[src/design/lru_fully_associative_tlb_unit_defines.svh]
// Assertion macros shared by the translation buffer modules.
`ifndef LRU_FULLY_ASSOCIATIVE_TLB_UNIT_DEFINES_SVH
`define LRU_FULLY_ASSOCIATIVE_TLB_UNIT_DEFINES_SVH

// Same-cycle implication, sampled on i_clk, off while i_rst_n is low.
`define LRUTLB_ASSERT_IMPL(name, ante, cons, msg) \
    name: assert property (@(posedge i_clk) disable iff (!i_rst_n) (ante) |-> (cons)) \
        else $error(msg);

// Next-cycle implication, sampled on i_clk, off while i_rst_n is low.
`define LRUTLB_ASSERT_NEXT(name, ante, cons, msg) \
    name: assert property (@(posedge i_clk) disable iff (!i_rst_n) (ante) |=> (cons)) \
        else $error(msg);

`endif

[src/design/lrutlb_pkg.sv]
// Shared widths, codes and link types of the translation buffer.
`timescale 1ns / 1ps

package lrutlb_pkg;

    localparam int PAGE_W      = 36;
    localparam int PID_W       = 16;
    localparam int FRAME_W     = 36;
    localparam int DEF_ENTRIES = 16;

    localparam logic ACT_LOOKUP = 1'b0;
    localparam logic ACT_INSERT = 1'b1;

    typedef enum logic [1:0] {
        ST_IDLE   = 2'b01,
        ST_LOOKUP = 2'b10
    } t_state;

    // What one cell shows its neighbours: its entry and its marks.
    typedef struct packed {
        logic               valid;
        logic [PAGE_W-1:0]  page;
        logic [PID_W-1:0]   pid;
        logic [FRAME_W-1:0] frame;
        logic               tok;
        logic               bub;
        logic               miss;
    } t_link;

    // Broadcast from the controller to every cell.
    typedef struct packed {
        logic              shift;
        logic              clr;
        logic [PAGE_W-1:0] page;
        logic [PID_W-1:0]  pid;
    } t_ctl;

    localparam t_link LINK_IDLE = '0;

endpackage

[src/design/lrutlb_cell.sv]
// One slot of the recency chain: entry, compare, search token and move marks.
`timescale 1ns / 1ps
`include "lru_fully_associative_tlb_unit_defines.svh"

module lrutlb_cell import lrutlb_pkg::*; #(
    parameter bit IS_FIRST = 1'b0,
    parameter bit IS_LAST  = 1'b0
) (
    input  logic  i_clk,
    input  logic  i_rst_n,
    input  t_ctl  i_ctl,
    input  t_link i_prev,
    input  t_link i_next,
    output t_link o_link
);

    logic               r_valid;
    logic [PAGE_W-1:0]  r_page;
    logic [PID_W-1:0]   r_pid;
    logic [FRAME_W-1:0] r_frame;
    logic               r_tok;
    logic               r_bub;
    logic               r_miss;

    logic               n_valid;
    logic [PAGE_W-1:0]  n_page;
    logic [PID_W-1:0]   n_pid;
    logic [FRAME_W-1:0] n_frame;
    logic               n_tok;
    logic               n_bub;
    logic               n_miss;

    logic w_eq;
    logic w_hit;
    logic w_miss;
    logic w_take_prev;
    logic w_take_next;

    assign w_eq   = r_valid && (r_page == i_ctl.page) && (r_pid == i_ctl.pid);
    assign w_hit  = r_tok && w_eq;
    // search ends here: empty slot, or the last slot without a match
    assign w_miss = r_tok && !w_eq && (!r_valid || IS_LAST);

    // a hit bubble swaps with the slot ahead each cycle until it reaches the front
    assign w_take_prev = i_ctl.shift || (!IS_FIRST && r_bub);
    assign w_take_next = !i_ctl.shift && i_next.bub;

    always_comb begin
        n_valid = r_valid;
        n_page  = r_page;
        n_pid   = r_pid;
        n_frame = r_frame;
        if (w_take_prev) begin
            n_valid = i_prev.valid;
            n_page  = i_prev.page;
            n_pid   = i_prev.pid;
            n_frame = i_prev.frame;
        end else if (w_take_next) begin
            n_valid = i_next.valid;
            n_page  = i_next.page;
            n_pid   = i_next.pid;
            n_frame = i_next.frame;
        end
    end

    assign n_tok  = i_prev.tok;
    assign n_bub  = w_hit || i_next.bub || (IS_FIRST && r_bub && !i_ctl.clr);
    assign n_miss = w_miss || i_next.miss || (IS_FIRST && r_miss && !i_ctl.clr);

    always_ff @(posedge i_clk) begin
        if (!i_rst_n) begin
            r_valid <= 1'b0;
            r_tok   <= 1'b0;
            r_bub   <= 1'b0;
            r_miss  <= 1'b0;
        end else begin
            r_valid <= n_valid;
            r_tok   <= n_tok;
            r_bub   <= n_bub;
            r_miss  <= n_miss;
        end
    end

    always_ff @(posedge i_clk) begin
        r_page  <= n_page;
        r_pid   <= n_pid;
        r_frame <= n_frame;
    end

    always_comb begin
        o_link.valid = r_valid;
        o_link.page  = r_page;
        o_link.pid   = r_pid;
        o_link.frame = r_frame;
        o_link.tok   = r_tok && r_valid && !w_eq;
        o_link.bub   = r_bub;
        o_link.miss  = r_miss;
    end

    `LRUTLB_ASSERT_IMPL(a_tok_alone, r_tok, !r_bub && !r_miss, "search token meets a move mark")
    `LRUTLB_ASSERT_NEXT(a_tok_moves, r_tok, !r_tok, "search token stalls in a slot")
    `LRUTLB_ASSERT_NEXT(a_bub_moves, r_bub && !IS_FIRST, !r_bub, "hit bubble stalls behind front")

endmodule

[config.mk]
export PLATFORM = sky130hd
export DESIGN_NAME = lrutlb_cell
export DESIGN_NICKNAME = d
export VERILOG_FILES = /design/src/design/lrutlb_pkg.sv /design/src/design/lrutlb_cell.sv
export VERILOG_INCLUDE_DIRS = /design/src /design/src/design
export SDC_FILE = /design/constraint.sdc
export NUM_CORES = 1
export LEC_CHECK = 0
export ABC_CLOCK_PERIOD_IN_PS = 3050
export BUFFER_PORTS_ARGS = -buffer_cell sky130_fd_sc_hd__buf_2
export CORE_AREA = 2 2 128 130
export CTS_CLUSTER_SIZE = 25
export DETAILED_ROUTE_END_ITERATION = 12
export DIE_AREA = 0 0 130 132
export RECOVER_POWER = 100
export REMOVE_ABC_BUFFERS = 1
export SYNTH_ARGS = -nofsm -noshare
export SYNTH_HDL_FRONTEND = slang
export SYNTH_SLANG_ARGS = --single-unit
[constraint.sdc]
create_clock -name i_clk -period 3.05 [get_ports i_clk]
set_clock_uncertainty 0.05 [all_clocks]
set_input_delay 0.4575 -clock i_clk [delete_from_list [all_inputs] [get_ports i_clk]]
set_output_delay 0.4575 -clock i_clk [all_outputs]
set_load 0.005 [all_outputs]
==> flow_summary_export.csv <==
group,metric,value,unit
outcome,violations,"capacitance limit, slew limit",
logic_synthesis,ys_types,33,
placed_design,hpwl,10700,microns
critical_path,cp.required,3.02,ns
power_and_ir_drop,clockPowerShare,39.3,%
timing,maxSlewViolCount,43,
cells_and_area,final_nets,853,
logic_synthesis,netlist.area_leader.share,59.0,%
clocking,post_cts_resized,0,
placed_design,placed_cell_area,6370,sq um
critical_path,path_max_fanout,46,
clocking,cts_buffers,9,
clocking,cts.sinks,92,
power_and_ir_drop,power.density,533,nW/um^2
job,drv_cap,1,
critical_path,worstSetupStartpointType,"flip-flop",
logic_synthesis,syn_area,4480,sq um
clocking,insertion_delay,0.35,ns
logic_synthesis,ys_seq_area_share,60.8,%
cells_and_area,diodes,0,
grt,grt-ovfl-total,0,
critical_path,end_kind,"flip-flop",
timing,period_share,86.1,%
drt,wl_per_cell,15.8,microns
power_and_ir_drop,peakVddDrop,216,uV
power_and_ir_drop,p_leak,0.00281,uW
cells_and_area,fin_area,6650,sq um
cells_and_area,layout.cells.non_filler,834,
cells_and_area,multi_input_area,1670,sq um
clocking,clock-root-buffer,"clkbuf_16",
drt,num_vias,3570,
power_and_ir_drop,seq_power_share,45.0,%
power_and_ir_drop,comb_power_share,15.7,%
outcome,status,"complete, but fails checks",
power_and_ir_drop,p_int,2740,uW
logic_synthesis,synth_area_leaders,"edfxtp_1, mux2_2, xnor2_1",
cells_and_area,drive_gt1_share,57.6,%
clocking,cts_buffer_depth,2,
drt,route.antenna.remaining_nets,0,
clocking,clkTransAtPathRegs,0.07,ns
drt,drc,0,
die,start_util,28.5,%
drt,drt-pass1-iter-count,4,
placed_design,gp_congestion,0.803,
timing,hold_viol,0,
critical_path,max_stage_delay,1.44,ns
critical_path,cp.arrival,2.60,ns
logic_synthesis,synth_edf_count,88,
drt,drt_wl_total,13200,microns
cells_and_area,seq_area,2720,sq um
power_and_ir_drop,p_sw_share,22.7,%
logic_synthesis,yosysWarnings,0,
critical_path,slowest_stage,"or3_1",
logic_synthesis,yosys.area.top_type,"edfxtp_1",
timing,rsz0062_at_grt,"false",
grt,grt_pass1_wl,20000,microns
die,fp.dieArea,17200,sq um
clocking,cts_max_level,3,
logic_synthesis,synth_ff_type,"edfxtp_1",
cells_and_area,final_common_cell,"buf_2",
worst_hold_path,min_path_type,"in2reg",
grt,first_global_vias,3967,
drt,drt-initial-drc-count,102,
timing,setup_viol,0,
grt,grt_usage,15.4,%
die,dieWidth,130,microns
clocking,cts_tree,"yes",
drt,via_per_inst,4.28,
cells_and_area,syn_to_final_growth,48.5,%
grt,grt_max_degree,49,
die,num_rows,46,
placed_design,port_buffers,327,
die,fp.coreArea,15700,sq um
logic_synthesis,ys_seq_elements,92,
cells_and_area,layout_common_cells,"buf_2, edfxtp_1, mux2_2",
grt,antenna_found_initial,0,
timing,fmax,0.381,GHz
timing,fin_crit,2.63,ns
logic_synthesis,synth_cells,284,
timing,tightest_slew,1.93,ns
logic_synthesis,synthArstFlopShare,0,%
clocking,cts_setup_buffers,0,
die,die_y,132,microns
die,boundaryPins,332,
critical_path,worstSetupPathType,"reg2reg",
cells_and_area,fillers,1544,
clocking,postCtsHoldBufs,0,
logic_synthesis,postSynthAreaPerCell,15.8,sq um
power_and_ir_drop,power.switching,804,uW
placed_design,place_inst,818,
critical_path,cp_cell_sequence,"or3_1, buf_12",
timing,max_slew_margin,-29.0,%
## flip-flops by register name, summed over array words and instances, names as in the netlist
name	cells
r_bub	1
r_frame	36
r_miss	1
r_page	36
r_pid	16
r_tok	1
r_valid	1
## per-layer routing
metal / global-route usage [%] / up-vias / part of all wire (%)
li1: - / 1734 / -
met1: 17.7 / 1642 / 39
met2: 27.1 / 180 / 52
met3: 3.57 / 14 / 7.1
met4: 6.75 / 0 / 1.6
met5: 0 / - / 0
## path summary, 6_finish.rpt
path	start	to	slack, ns	cells after the start
worst min-delay path	i_prev[2]	r_tok$_SDFF_PN0_	0.28	2
worst min register to register	r_tok$_SDFF_PN0_	r_miss$_SDFF_PN0_	0.50	2
worst max-delay path	r_bub$_SDFF_PN0_	r_pid[5]$_DFFE_PP_	0.42	2
worst max register to register	r_bub$_SDFF_PN0_	r_pid[5]$_DFFE_PP_	0.42	2
## power groups by stage
stage	logic (uW)	registers (uW)	clock network (uW)
global placement	578	1610	0
floorplan	244	1630	0
finish	555	1590	1390
detailed placement	588	1620	0
CTS	592	1590	1440
global route	613	1610	1480
## synthesized netlist by cell type (2+ instances only)
cell and count:
edfxtp_1 88, mux2_2 77, xnor2_1 38, mux2_1 11, buf_2 9, nand4_1 8
inv_1 6, xor2_1 5, dfxtp_1 4, nor2b_1 4, nor4_1 4, buf_4 3
nand2b_1 3, a21oi_1 2, and2_1 2, and3_1 2, nand2_1 2
## logic make-up (layout without fill, tap and decap cells)
family	after synthesis	after routing	synth area share, %
xor+xnor	44	44	8.78
flops	92	92	60.8
buf+inv	19	353	2.10
simple gates	30	30	4.19
compound gates	11	11	1.96
mux	88	88	22.1
## layout make-up
type / instances / area share [%]
inverter: 7 / 0.395
timing repair buffer: 330 / 23.9
clock buffer: 9 / 3.39
clock inverter: 7 / 2.22
sequential: 92 / 41.0
multi-input combinational: 173 / 25.1
tap: 216 / 4.07
## worst max-delay path: cells and delay by family (launching register included)
kind                   cells  cell delay [ns]
AND/OR/NAND/NOR            1             1.44
flip-flops                 1             0.40
buffers and inverters      1             0.36
## through the flow
step / hold WS (ns) / util (%) / TNS, ns / worst slack (ns) / power (uW)
floorplan: 0.440 / - / -170.45 / -1.93 / 1870
global placement: 0.484 / 40.6 / 0 / 0.699 / 2190
detailed placement: 0.480 / 40.6 / 0 / 0.684 / 2210
CTS: 0.258 / 42.9 / 0 / 0.416 / 3620
global route: 0.281 / 42.3 / 0 / 0.171 / 3700
finish: 0.276 / 42.3 / 0 / 0.424 / 3540
(Power assumes the default switching activity.)
